File: config.mk
export PLATFORM = sky130hd
export DESIGN_NAME = aft_sqrt_cell
export DESIGN_NICKNAME = d
export VERILOG_FILES = /design/src/hw/rtl/accel_force_and_tilt_alarm_macros.svh /design/src/hw/rtl/aft_pkg.sv /design/src/hw/rtl/aft_sqrt_cell.sv
export SDC_FILE = /design/constraint.sdc
export NUM_CORES = 1
export LEC_CHECK = 0
export BUFFER_PORTS_ARGS = -buffer_cell sky130_fd_sc_hd__buf_4
export CORE_UTILIZATION = 30
export CTS_CLUSTER_SIZE = 12
export DETAILED_ROUTE_END_ITERATION = 12
export HOLD_SLACK_MARGIN = 0.05
export PLACE_DENSITY_LB_ADDON = 0.12
export SLEW_MARGIN = 20
export SYNTH_ARGS = -nofsm -noshare
export SYNTH_HDL_FRONTEND = slang
export SYNTH_SLANG_ARGS = --single-unit
File: constraint.sdc
create_clock -name clk_i -period 0.8 [get_ports clk_i]
set_input_delay 0.16 -clock clk_i [delete_from_list [all_inputs] [get_ports clk_i]]
set_output_delay 0.16 -clock clk_i [all_outputs]
set_load 0.02 [all_outputs]
File: src/hw/rtl/accel_force_and_tilt_alarm_macros.svh
// Assertion macros for the force and tilt alarm block.
// Taken in by the top level; needs clk_i and rst_ni in scope.
`ifndef ACCEL_FORCE_AND_TILT_ALARM_MACROS_SVH
`define ACCEL_FORCE_AND_TILT_ALARM_MACROS_SVH

// Checked at every edge once reset has been released.
`define AFT_ASSERT(label, prop, msg) \
  label: assert property (@(posedge clk_i) disable iff (!rst_ni) (prop)) else $error(msg);

// Checked at every edge, during reset too.
`define AFT_ASSERT_ALWAYS(label, prop, msg) \
  label: assert property (@(posedge clk_i) (prop)) else $error(msg);

`endif

File: src/hw/rtl/aft_pkg.sv
// Package for the force and tilt alarm block: payload types, cell types,
// the arctangent table and the square-root step. No dependencies.
`timescale 1ns / 1ps

package aft_pkg;

  localparam int CordicStepsDef = 16;
  localparam int TableLen       = 24;
  localparam int RootW          = 24;
  localparam int RadW           = 2 * RootW;
  localparam int RemW           = RootW + 2;
  localparam int CordW          = 27;
  localparam int AccW           = 32;
  localparam int TiltMax        = 9000;

  // Register indexes on the configuration port.
  typedef enum logic {
    REG_FORCE_LIMIT = 1'b0,
    REG_TILT_LIMIT  = 1'b1
  } reg_idx_e;

  // Face orientation codes; the unused code acts as other.
  localparam logic [1:0] FaceOther = 2'd0;
  localparam logic [1:0] FaceUp    = 2'd1;
  localparam logic [1:0] FaceDown  = 2'd2;

  typedef struct packed {
    logic signed [15:0] accel_x;
    logic signed [15:0] accel_y;
    logic signed [15:0] accel_z;
    logic [1:0]         face_code;
  } in_req_t;

  typedef struct packed {
    logic [15:0] force_magnitude;
    logic [13:0] tilt_angle;
    logic        stress_alarm;
    logic        tilt_alarm;
  } out_req_t;

  // One digit-by-digit square root in flight.
  typedef struct packed {
    logic [RadW-1:0]  rad;
    logic [RemW-1:0]  rem;
    logic [RootW-1:0] root;
  } root_t;

  // Square-root cell payload: planar and total roots side by side.
  typedef struct packed {
    root_t              p;
    root_t              t;
    logic [1:0]         face;
    logic signed [15:0] z;
  } sqrt_t;

  // CORDIC cell payload.
  typedef struct packed {
    logic signed [CordW-1:0] cx;
    logic signed [CordW-1:0] cy;
    logic signed [AccW-1:0]  acc;
    logic [1:0]              face;
    logic                    zero_p;
    logic                    z_pos;
    logic [RootW-1:0]        mag_root;
    logic                    rem_nz;
  } cordic_t;

  // atan(2^-i) in 0.01 degree scaled by 2^16, rounded.
  function automatic logic signed [AccW-1:0] atan_entry(input logic [4:0] idx);
    logic signed [AccW-1:0] v;
    v = '0;
    case (idx)
      5'd0:  v = 32'sd294912000;
      5'd1:  v = 32'sd174096719;
      5'd2:  v = 32'sd91987925;
      5'd3:  v = 32'sd46694507;
      5'd4:  v = 32'sd23437865;
      5'd5:  v = 32'sd11730358;
      5'd6:  v = 32'sd5866610;
      5'd7:  v = 32'sd2933484;
      5'd8:  v = 32'sd1466764;
      5'd9:  v = 32'sd733385;
      5'd10: v = 32'sd366693;
      5'd11: v = 32'sd183346;
      5'd12: v = 32'sd91673;
      5'd13: v = 32'sd45837;
      5'd14: v = 32'sd22918;
      5'd15: v = 32'sd11459;
      5'd16: v = 32'sd5730;
      5'd17: v = 32'sd2865;
      5'd18: v = 32'sd1432;
      5'd19: v = 32'sd716;
      5'd20: v = 32'sd358;
      5'd21: v = 32'sd179;
      5'd22: v = 32'sd90;
      5'd23: v = 32'sd45;
      default: v = '0;
    endcase
    return v;
  endfunction

  // One result bit of a restoring square root.
  function automatic root_t sqrt_step(input root_t s);
    root_t             r;
    logic [RemW+1:0]   cur;
    logic [RemW+1:0]   trial;
    cur   = {s.rem, s.rad[RadW-1 -: 2]};
    trial = {2'b00, s.root, 2'b01};
    r.rad = {s.rad[RadW-3:0], 2'b00};
    if (cur >= trial) begin
      r.rem  = RemW'(cur - trial);
      r.root = {s.root[RootW-2:0], 1'b1};
    end else begin
      r.rem  = cur[RemW-1:0];
      r.root = {s.root[RootW-2:0], 1'b0};
    end
    return r;
  endfunction

endpackage

File: src/hw/rtl/aft_sqrt_cell.sv
// One cell of the square-root chain: resolves one bit of both roots.
// Depends on aft_pkg.
`timescale 1ns / 1ps

module aft_sqrt_cell (
  input  logic          clk_i,
  input  logic          rst_ni,
  input  logic          ce_i,
  input  logic          valid_i,
  input  aft_pkg::sqrt_t data_i,
  output logic          valid_o,
  output aft_pkg::sqrt_t data_o
);
  import aft_pkg::*;

  logic  valid_q;
  sqrt_t data_d, data_q;

  // Both roots take their next digit.
  always_comb begin
    data_d   = data_i;
    data_d.p = sqrt_step(data_i.p);
    data_d.t = sqrt_step(data_i.t);
  end

  always_ff @(posedge clk_i or negedge rst_ni) begin
    if (!rst_ni) begin
      valid_q <= 1'b0;
    end else if (ce_i) begin
      valid_q <= valid_i;
    end
  end

  always_ff @(posedge clk_i) begin
    if (ce_i) begin
      data_q <= data_d;
    end
  end

  assign valid_o = valid_q;
  assign data_o  = data_q;

endmodule

==> results.ini <==
[route]
first_iter_violations=320
totalWireLength_mm=32.2
vias=8891
first_pass_iters=6
drcViolationCount=0
routed_via_density=4.40
avgRoutedWirePerCell_um=15.9
ant_nets=0

[power]
switching_power_mw=9.86
clkPwrFrac=0.295
swShare=0.274
power.internal_mw=26.1
ir_worst_vdd_mv=1.43
combPwrFrac=0.313
cellPowerDensity_mw_per_mm2=1820
p_seq_frac=0.392
p_leak_nw=8.69

[flow_run]
cap_violations=0

[outcome]
violations=negative hold slack, negative setup slack
status=finished, violations left

[timing]
min_period_over_period=2.60
grt_setup_unrepaired=true
period_minus_slack_ns=2.08
setup_ws_ns=-1.28
max_freq_mhz=480
fin_skew_ns=0
slew_viol_final=0
final-hold-violation-count=4
setup_viol=265
hold_slack_ns=-0.0189
setup_tns_ns=-150.06

[hold_path]
hold_class=input pin to flip-flop
min_path_cells=2

[placement]
io_buffer_count=428
pre_cts_ws_ns=-1.89
gp_routability_congestion=0.847
place_area_mm2=0.0156
dpl.hpwl_mm=23.1

[critical_path]
required_ns=1.07
cp_max_fo=14
reg2regPathDepth=1
crit_arrival_ns=2.35
cp-end-kind=flip-flop
cp-start-kind=input pin
crit_type=input pin to flip-flop

[global_route]
grt_most_used_layer=met2
antenna_found_initial=0
track_usage=0.179
grt_pass1_vias=9231
grt_max_degree=44
overflow=0
use_met1=0.205
grt_pass1_wl_mm=47.7
use_met3=0.0403
grt_util_met2=0.330

[clocking]
clk_path_buf_depth=3
htree_levels=1
root_buffer=clkbuf_16
clk_pin_slew_ns=0.06
cts_buffers=25
tritoncts=done
cts.sinks=211
insertion_delay_ns=0.52

[synth]
syn_inst=705
async_flop_share=0.00474
synth.area.top_cells=edfxtp_1 (63%), ha_1 (6.5%), mux2_4 (5.1%), xnor2_1 (2.5%), inv_1 (2.4%)
yosysSeqAreaShare=0.632
synth_edf_count=210
yosysTopAreaCell=edfxtp_1
synth_top_area_share=0.629
synth_warnings=0
synth.avg_cell_area_um2=14.2
syn_area_mm2=0.0100
synth.ff_latch_count=211
synthFlopType=edfxtp_1
ys_types=67

[finish]
final_area_mm2=0.0197
layout_commonest_cell=buf_4
multiInputGateArea_mm2=0.00405
final_cell_mix=buf_4 (406), buf_6 (221), edfxtp_1 (210)
nNetsFinal=1830
seqCellArea_mm2=0.00633
final_layout_size_suffix_gt1_frac=0.528
fillCellCount=2696
diodes=0
syn2layout_area_growth_pct=96.9

[floorplanning]
coreArea_mm2=0.0327
die_y_um=185
initial_core_util=0.307
die-width_um=185
ios=433
die-area_mm2=0.0342
rows=66

==> cell usage after synthesis (3+ instances only) <==
master,number
nand2_1,36
buf_6,4
mux2_2,9
nor2b_1,7
o31a_1,3
xor2_1,12
mux2_4,34
or2_2,6
edfxtp_1,210
a21oi_1,36
inv_1,64
nor2_1,34
o211ai_1,5
o211a_1,3
a221o_1,3
a31oi_1,6
nand4_1,6
nand3_1,7
mux2i_1,4
clkbuf_1,3
or3_1,3
o21ai_0,23
xnor2_1,29
a21o_1,17
a211oi_1,7
buf_4,4
nor3_1,14
o31ai_1,6
ha_1,52
and3_1,3
o21a_1,6
and4_1,3
nand2b_1,4
==> flip-flops by register name (all words and copies together), names as in the netlist <==
name	cells
data_o	210
valid_o	1
==> metrics by stage <==
stage	utilization	power, mW	hold WS (ns)	instances
floorplan	-	18.7	-0.136	708
global placement	0.476	23.2	-0.0639	1761
detailed placement	0.476	23.3	-0.0614	1761
CTS	0.590	36.0	-0.0561	2008
global route	0.604	37.6	-0.0376	2020
finish	0.604	35.9	-0.0189	2020
==> final timing paths <==
path                                startpoint  slack (ns)                    end
max                                data_i[120]       -1.28  data_o[154]$_DFFE_PP_
min                                data_i[145]       -0.02  data_o[147]$_DFFE_PP_
max reg2reg                valid_o$_DFFE_PN0P_        0.02    valid_o$_DFFE_PN0P_
min reg2reg                valid_o$_DFFE_PN0P_        0.54    valid_o$_DFFE_PN0P_
max in group asynchronous               rst_ni        0.20    valid_o$_DFFE_PN0P_
min in group asynchronous               rst_ni        0.49    valid_o$_DFFE_PN0P_
==> routing by layer <==
metal,vias up,share of wire
li1,4370,-
met1,4192,0.38
met2,275,0.53
met3,54,0.068
met4,0,0.022
met5,-,0
==> power groups by stage <==
stage	registers, mW	logic, mW	clock network (mW)
after global placement	14.1	9.12	0
after detailed placement	14.1	9.19	0
after CTS	14.1	10.9	11.0
after floorplan	15.5	3.13	0
final	14.1	11.3	10.6
after global routing	14.2	12.0	11.4
==> kinds of logic after synthesis <==
group                    share of synthesized area
flip-flops                                   0.632
XOR/XNOR                                    0.0358
multiplexers                                0.0650
adder cells (fa/ha/maj)                     0.0649
other                                     0.000374
AO/OA/AOI/OAI                                0.107
AND/OR/NAND/NOR                             0.0628
buffers and inverters                       0.0329
==> worst max-delay path: stages <==
cell and delay [ns]:
buf_4 0.12, inv_8 0.03, ha_4 0.28, and4_4 0.25, o311ai_4 0.10, a31oi_2 0.19, nor2_2 0.08, o21ai_4 0.20
a31oi_4 0.13, a21oi_4 0.28, buf_12 0.21, mux2_4 0.31
==> final cells by class <==
| cell class | instances | area share |
|---|---|---|
| Clock buffer | 34 | 0.0334 |
| Timing Repair inverter | 3 | 0.00171 |
| Tap cell | 442 | 0.0280 |
| Timing Repair Buffer | 833 | 0.392 |
| Sequential cell | 211 | 0.321 |
| Clock inverter | 11 | 0.00482 |
| Multi-Input combinational cell | 421 | 0.205 |
| Inverter | 65 | 0.0144 |
==> repair_timing <==
item	CTS	global route
hold buffers	188	2
pin swaps	18	24
hold endpoints to repair	206	19
resized for setup	259	68
setup buffers	11	11
cloned	3	1
setup endpoints to repair	265	265
No activity file was read; power rests on OpenSTA's default activity.
