$ cat src/hw/rtl/accel_force_and_tilt_alarm_macros.svh
// Assertion macros for the force and tilt alarm block.
// Taken in by the top level; needs clk_i and rst_ni in scope.
`ifndef ACCEL_FORCE_AND_TILT_ALARM_MACROS_SVH
`define ACCEL_FORCE_AND_TILT_ALARM_MACROS_SVH

// Checked at every edge once reset has been released.
`define AFT_ASSERT(label, prop, msg) \
  label: assert property (@(posedge clk_i) disable iff (!rst_ni) (prop)) else $error(msg);

// Checked at every edge, during reset too.
`define AFT_ASSERT_ALWAYS(label, prop, msg) \
  label: assert property (@(posedge clk_i) (prop)) else $error(msg);

`endif

$ cat src/hw/rtl/aft_pkg.sv
// Package for the force and tilt alarm block: payload types, cell types,
// the arctangent table and the square-root step. No dependencies.
`timescale 1ns / 1ps

package aft_pkg;

  localparam int CordicStepsDef = 16;
  localparam int TableLen       = 24;
  localparam int RootW          = 24;
  localparam int RadW           = 2 * RootW;
  localparam int RemW           = RootW + 2;
  localparam int CordW          = 27;
  localparam int AccW           = 32;
  localparam int TiltMax        = 9000;

  // Register indexes on the configuration port.
  typedef enum logic {
    REG_FORCE_LIMIT = 1'b0,
    REG_TILT_LIMIT  = 1'b1
  } reg_idx_e;

  // Face orientation codes; the unused code acts as other.
  localparam logic [1:0] FaceOther = 2'd0;
  localparam logic [1:0] FaceUp    = 2'd1;
  localparam logic [1:0] FaceDown  = 2'd2;

  typedef struct packed {
    logic signed [15:0] accel_x;
    logic signed [15:0] accel_y;
    logic signed [15:0] accel_z;
    logic [1:0]         face_code;
  } in_req_t;

  typedef struct packed {
    logic [15:0] force_magnitude;
    logic [13:0] tilt_angle;
    logic        stress_alarm;
    logic        tilt_alarm;
  } out_req_t;

  // One digit-by-digit square root in flight.
  typedef struct packed {
    logic [RadW-1:0]  rad;
    logic [RemW-1:0]  rem;
    logic [RootW-1:0] root;
  } root_t;

  // Square-root cell payload: planar and total roots side by side.
  typedef struct packed {
    root_t              p;
    root_t              t;
    logic [1:0]         face;
    logic signed [15:0] z;
  } sqrt_t;

  // CORDIC cell payload.
  typedef struct packed {
    logic signed [CordW-1:0] cx;
    logic signed [CordW-1:0] cy;
    logic signed [AccW-1:0]  acc;
    logic [1:0]              face;
    logic                    zero_p;
    logic                    z_pos;
    logic [RootW-1:0]        mag_root;
    logic                    rem_nz;
  } cordic_t;

  // atan(2^-i) in 0.01 degree scaled by 2^16, rounded.
  function automatic logic signed [AccW-1:0] atan_entry(input logic [4:0] idx);
    logic signed [AccW-1:0] v;
    v = '0;
    case (idx)
      5'd0:  v = 32'sd294912000;
      5'd1:  v = 32'sd174096719;
      5'd2:  v = 32'sd91987925;
      5'd3:  v = 32'sd46694507;
      5'd4:  v = 32'sd23437865;
      5'd5:  v = 32'sd11730358;
      5'd6:  v = 32'sd5866610;
      5'd7:  v = 32'sd2933484;
      5'd8:  v = 32'sd1466764;
      5'd9:  v = 32'sd733385;
      5'd10: v = 32'sd366693;
      5'd11: v = 32'sd183346;
      5'd12: v = 32'sd91673;
      5'd13: v = 32'sd45837;
      5'd14: v = 32'sd22918;
      5'd15: v = 32'sd11459;
      5'd16: v = 32'sd5730;
      5'd17: v = 32'sd2865;
      5'd18: v = 32'sd1432;
      5'd19: v = 32'sd716;
      5'd20: v = 32'sd358;
      5'd21: v = 32'sd179;
      5'd22: v = 32'sd90;
      5'd23: v = 32'sd45;
      default: v = '0;
    endcase
    return v;
  endfunction

  // One result bit of a restoring square root.
  function automatic root_t sqrt_step(input root_t s);
    root_t             r;
    logic [RemW+1:0]   cur;
    logic [RemW+1:0]   trial;
    cur   = {s.rem, s.rad[RadW-1 -: 2]};
    trial = {2'b00, s.root, 2'b01};
    r.rad = {s.rad[RadW-3:0], 2'b00};
    if (cur >= trial) begin
      r.rem  = RemW'(cur - trial);
      r.root = {s.root[RootW-2:0], 1'b1};
    end else begin
      r.rem  = cur[RemW-1:0];
      r.root = {s.root[RootW-2:0], 1'b0};
    end
    return r;
  endfunction

endpackage

$ cat src/hw/rtl/aft_cordic_cell.sv
// One vectoring CORDIC iteration with its own shift and table angle.
// Depends on aft_pkg.
`timescale 1ns / 1ps

module aft_cordic_cell #(
  parameter int STEP = 0
) (
  input  logic            clk_i,
  input  logic            rst_ni,
  input  logic            ce_i,
  input  logic            valid_i,
  input  aft_pkg::cordic_t data_i,
  output logic            valid_o,
  output aft_pkg::cordic_t data_o
);
  import aft_pkg::*;

  localparam logic signed [AccW-1:0] Angle = atan_entry(5'(STEP));

  logic    valid_q;
  cordic_t data_d, data_q;
  logic signed [CordW-1:0] dx, dy;

  // Rotate towards the x axis; shifts are arithmetic, so they floor.
  always_comb begin
    dx     = data_i.cy >>> STEP;
    dy     = data_i.cx >>> STEP;
    data_d = data_i;
    if (!data_i.cy[CordW-1]) begin
      data_d.cx  = data_i.cx + dx;
      data_d.cy  = data_i.cy - dy;
      data_d.acc = data_i.acc + Angle;
    end else begin
      data_d.cx  = data_i.cx - dx;
      data_d.cy  = data_i.cy + dy;
      data_d.acc = data_i.acc - Angle;
    end
  end

  always_ff @(posedge clk_i or negedge rst_ni) begin
    if (!rst_ni) begin
      valid_q <= 1'b0;
    end else if (ce_i) begin
      valid_q <= valid_i;
    end
  end

  always_ff @(posedge clk_i) begin
    if (ce_i) begin
      data_q <= data_d;
    end
  end

  assign valid_o = valid_q;
  assign data_o  = data_q;

endmodule

$ cat config.mk
export PLATFORM = sky130hd
export DESIGN_NAME = aft_cordic_cell
export DESIGN_NICKNAME = d
export VERILOG_FILES = /design/src/hw/rtl/accel_force_and_tilt_alarm_macros.svh /design/src/hw/rtl/aft_pkg.sv /design/src/hw/rtl/aft_cordic_cell.sv
export SDC_FILE = /design/constraint.sdc
export NUM_CORES = 1
export LEC_CHECK = 0
export ABC_AREA = 0
export BUFFER_PORTS_ARGS = -buffer_cell sky130_fd_sc_hd__buf_2
export CAP_MARGIN = 20
export CORE_MARGIN = 1
export CORE_UTILIZATION = 54
export DETAILED_ROUTE_END_ITERATION = 12
export PLACE_DENSITY = 0.82
export REMOVE_ABC_BUFFERS = 1
export SYNTH_ARGS = -nofsm -noshare
export SYNTH_HDL_FRONTEND = slang
export SYNTH_SLANG_ARGS = --single-unit
$ cat constraint.sdc
create_clock -name clk_i -period 1.1 [get_ports clk_i]
set_clock_uncertainty 0.1 [all_clocks]
set_input_delay 0.22 -clock clk_i [delete_from_list [all_inputs] [get_ports clk_i]]
set_output_delay 0.22 -clock clk_i [all_outputs]
set_load 0.005 [all_outputs]
==> results.md, run 1 <==
- Most frequent cell after synthesis: edfxtp_1
- Cell count after synthesis: roughly 880
- Ys Warns: 0
- Post-synth EDFFs: approximately 110
- Starting Density: between 50 and 60%
- Clk root buf: clkbuf_16
- DIE WIDTH: around 130 um
- Worst-case clock buffer depth: 2
- Ranking of synthesized cells by area: edfxtp_1 (40%), ha_1 (14%), xnor2_1 (5.5%), a21oi_1 (5.1%), inv_1 (3.9%)
- Syn_area_per_cell: 9.85 sq um
- Placed insts: approximately 1600
- Post-synth top area share: between 30% and 40%
- Port Buf Inserts: 234
- Clock tree sinks: 115
- Core Rows: 45
- Post-Syn Area: 0.00862 sq mm
- Overall Global Routing Usage: a little under 70%
- Die Height: roughly 130 um
- HPWL after DPL: between 20 and 25 mm
- Htree depth: 4
- Most common flop cell mapped by yosys: edfxtp_1
- Largest net degree at the start of global routing: 54
- Post-synthesis sequential area ratio: 40.0%
- Final GP Congestion: 1.01
- Error msg: [ERROR GRT-0116] Global routing finished with congestion. Check the congestion regions in the DRC Viewer.
- I/O Pins: 235
- First-pass GRT wire length: ~81 mm
- Top cell type by total area after synthesis: edfxtp_1
- Synthesis-stage register bit count: ~120
- Status: stopped before the end
- Halt Stage: global routing
- Worst Setup Slack post-DPL: -2000 ps
- Commonest cells in the netlist: edfxtp_1 (114), ha_1 (99), inv_1 (89)
- Post-synth ARST share: 0.870%
- Post-synth cell types: 74
- Total congestion overflow: 2
- Vias in the first global route: 12891
- CTS buffer count: 17
==> cell families after synthesis <==
family                   count (synthesis)  synth area share (%)
AO/OA/AOI/OAI                          266                  20.5
XOR/XNOR                                60                  6.10
adder cells (fa/ha/maj)                103                  15.3
buffers and inverters                  127                  5.83
flip-flops                             115                  40.0
multiplexers                            14                  1.71
AND/OR/NAND/NOR                        190                  10.5
==> through the flow <==
step / area [sq um] / hold slack (ps)
floorplan: 8470 / -176
CTS: 14500 / 20.8
global placement: 12200 / -105
detailed placement: 12200 / -101
==> repair_timing <==
| action | 4_1_cts |
|---|---|
| resized for setup | 234 |
| hold buffers | 49 |
| endpoints found under the hold margin | 49 |
| pin swaps | 88 |
| gates cloned | 0 |
| buffers inserted | 31 |
| setup endpoints to repair | 180 |
==> per-layer routing <==
metal | global-route usage [%] | GRT overflow
met1 | 69.7 | 0
met2 | 86.7 | 0
met3 | 52.2 | 0
met4 | 59.0 | 2
met5 | 22.1 | 0
==> run 2: changes to the inputs <==
CORE_UTILIZATION = 40   (was 54)
PLACE_DENSITY = unset   (was 0.82)
PLACE_DENSITY_LB_ADDON = 0.15   (was unset)
==> run 2 against run 1 <==
  * The flow now finishes, with violations (setup timing)
  * Synthesized area did not move
  * Synthesized cell count stayed put
==> results.md, run 2 <==
- Post-synth ARST share: 0.870% (unchanged)
- Clock tree sinks: 115 (unchanged)
- Vias: 8966
- HPWL after DPL: 22.7 mm (was 24.4 mm)
- Worst-case clock buffer depth: 2 (unchanged)
- Post-Synth Adder-Cell Area: 15.3% (unchanged)
- Worst-path cell chain: buf_8, ha_4, inv_2, fa_2, nor2_4, o311a_4, o41ai_2, buf_4, o22ai_2, a211o_1, buf_6, a211oi_2, a31oi_1, xnor2_1
- CP Buf/Inv Count: 4
- RSZ-0062 raised after global routing: yes
- Top cell type by total area after synthesis: edfxtp_1 (unchanged)
- Full die area: 0.0221 sq mm
- Compound-Gate Fraction of Synth Area: 20.5% (unchanged)
- F_max: just under 400 MHz
- Worst Setup Slack post-DPL: -2020 ps (was -2000 ps)
- Lkg Pwr: 0.00668 uW
- Slew @ Worst Pin: around 440 ps
- Most frequent cell after synthesis: edfxtp_1 (unchanged)
- Peak supply drop: ~1.1 mV
- Clk root buf: clkbuf_16 (unchanged)
- Final period util: 229%
- Post-Synth XOR/XNOR Area: 6.10% (unchanged)
- WL per Instance: 17.5 um
- Post-synth cell types: 74 (unchanged)
- CP delay by family, top: compound AO/OA/AOI/OAI gates
- Cell count after synthesis: 875 (unchanged)
- Largest net degree at the start of global routing: 44
- CTS buffer count: 17 (unchanged)
- Area Growth Syn to Fin: 69.5%
- Status: finished, violations left (was stopped before the end)
- Clk_lat worst skew: 410 ps
- Core Rows: 53 (was 45)
- Power Internal: 12500 uW
- Failing checks: setup timing
- Ant diodes: 0
- First-pass GRT wire length: ~46 mm
- Final Critical Period: roughly 2500 ps
- Post-Synth Simple-Gate Area: 10.5% (unchanged)
- Sequential share of power: between 30% and 40%
- Post-synth EDFFs: 114 (unchanged)
- Htree depth: 4 (unchanged)
- Final wirelength: 30.5 mm
- Ys Warns: 0 (unchanged)
- Ranking of synthesized cells by area: edfxtp_1 (40%), ha_1 (14%), xnor2_1 (5.5%), a21oi_1 (5.1%), inv_1 (3.9%) (unchanged)
- Switching share of power: between 30% and 40%
- DRC viols: 0
- Crit Reg-Reg Startpoint: valid_o
- Via density: 5.14
- I/O Pins: 235 (unchanged)
- Final GP Congestion: 0.921 (was 1.01)
- Fraction of layout cells with a size suffix above 1: 51.3%
- Total congestion overflow: 0
- Setup TNS: -74790 ps
- Fin util: approximately 69%
- Crit-path max cell delay: 370 ps
- CTS tree: yes
- Largest family of logic cells by synthesized area: compound AO/OA/AOI/OAI gates (unchanged)
- TritonRoute pass-1 iters: 5
- Reg clk slew, reported paths: about 60 ps
- PwrDens: 1240 mW/mm^2
- P_sw: around 5600 uW
- Critical path class: in2reg
- Vias in the first global route: between 8000 and 9000
- Final Non-Filler Cells: around 1700
- DIE WIDTH: 149 um (was 128 um)
- Core area: about 0.021 sq mm
- Die Height: 149 um (was 128 um)
- Max reg flops: 114
- Final ANT Viol Nets: 0
- CP required: roughly 1200 ps
- DR iter-0 viols: just over 600
- Fin. Hold Viols: 0
- Commonest cells in the netlist: edfxtp_1 (114), ha_1 (99), inv_1 (89) (unchanged)
- Mux cell area share after synthesis: 1.71% (unchanged)
- Setup crit end kind: flip-flop
- Clock power share: about a third
- Slowest stage cell, crit path: a211o_1
- Port Buf Inserts: 234 (unchanged)
- Slew Limit Fails: 0
- Worst Hold Class: in2async
- Post-synth top area share: 39.7% (unchanged)
- Initial antenna violation count: 1
- Most frequent cells in the layout: buf_4 (288), buf_2 (224), edfxtp_1 (114)
- Overall Global Routing Usage: between 20% and 30%
- Max cap viols: 0
- Most common flop cell mapped by yosys: edfxtp_1 (unchanged)
- Placed insts: 1644 (was 1584)
- Critical Path Source Type: input port
- Syn_area_per_cell: 9.85 sq um (unchanged)
- Slew HR: between 70% and 80%
- Synthesis-stage register bit count: 115 (unchanged)
- Post-Syn Area: 0.00862 sq mm (unchanged)
- CP arrival: roughly 2600 ps
- Most common cell after layout, fill and taps aside: buf_4
- Final setup viols: ~180
- Nets: approximately 1700
- Starting Density: 40.9% (was 56.1%)
- Gate power share: 35.7%
- Setup slack after layout: -1420 ps
- Crit-path max FO: 4
- CP startpoint: data_i[88]
- Post-synthesis sequential area ratio: 40.0% (unchanged)
==> run 2: layout make-up <==
type                            instances  area [sq um]
Clock buffer                           17           425
Fill cell                            1635          6480
Multi-Input combinational cell        633          5600
Sequential cell                       115          3450
Inverter                               93           370
Timing Repair Buffer                  598          4240
Clock inverter                         15           191
Tap cell                              275           344
==> run 2: through the flow <==
step / area (sq um) / hold slack [ps] / total power, uW
after floorplan: 8470 / -176 / 8120
after global placement: 12200 / -104 / 11000
after detailed placement: 12200 / -100 / 11100
after CTS: 14200 / 19.8 / 17700
after global routing: 14600 / 34.5 / 18800
final: 14600 / 44.1 / 18100
==> run 2: metal layers <==
| layer | up-vias | GRT usage (%) | wire (um) |
|---|---|---|---|
| li1 | 4344 | - | - |
| met1 | 4201 | 37.2 | 13500 |
| met2 | 383 | 45.6 | 14600 |
| met3 | 38 | 3.00 | 1990 |
| met4 | 0 | 6.43 | 437 |
| met5 | - | 0 | 0 |
==> run 2: kinds of logic after synthesis <==
family          after synthesis
xor+xnor                     60
simple gates                190
compound gates              266
flops                       115
buf+inv                     127
mux                          14
fa+ha+maj                   103
==> run 2: final timing paths <==
path                               to  slack [ps]  cells after the start
max                        data_o[87]       -1420                     14
min                           valid_o          40                      2
max reg2reg                   valid_o         260                      1
min reg2reg                   valid_o         410                      1
max in group asynchronous     valid_o         770                      2
min in group clk_i         data_o[87]          50                      2
==> run 2: what timing repair did <==
action                     CTS  global route
gates resized for setup    200            81
pin swaps                   89            54
hold buffers                49             0
setup endpoints to repair  179           178
hold endpoints to repair    49             0
buffers inserted            24            13
==> run 2: power by group through the flow <==
stage | Sequential (uW) | Clock, uW | Combinational (uW)
6_report | 5740 | 5860 | 6450
5_1_grt | 5780 | 6090 | 6920
4_1_cts | 5740 | 5920 | 6040
3_5_place_dp | 5820 | 0 | 5280
3_3_place_gp | 5810 | 0 | 5240
2_1_floorplan | 5880 | 0 | 2230
(Power assumes the default switching activity.)
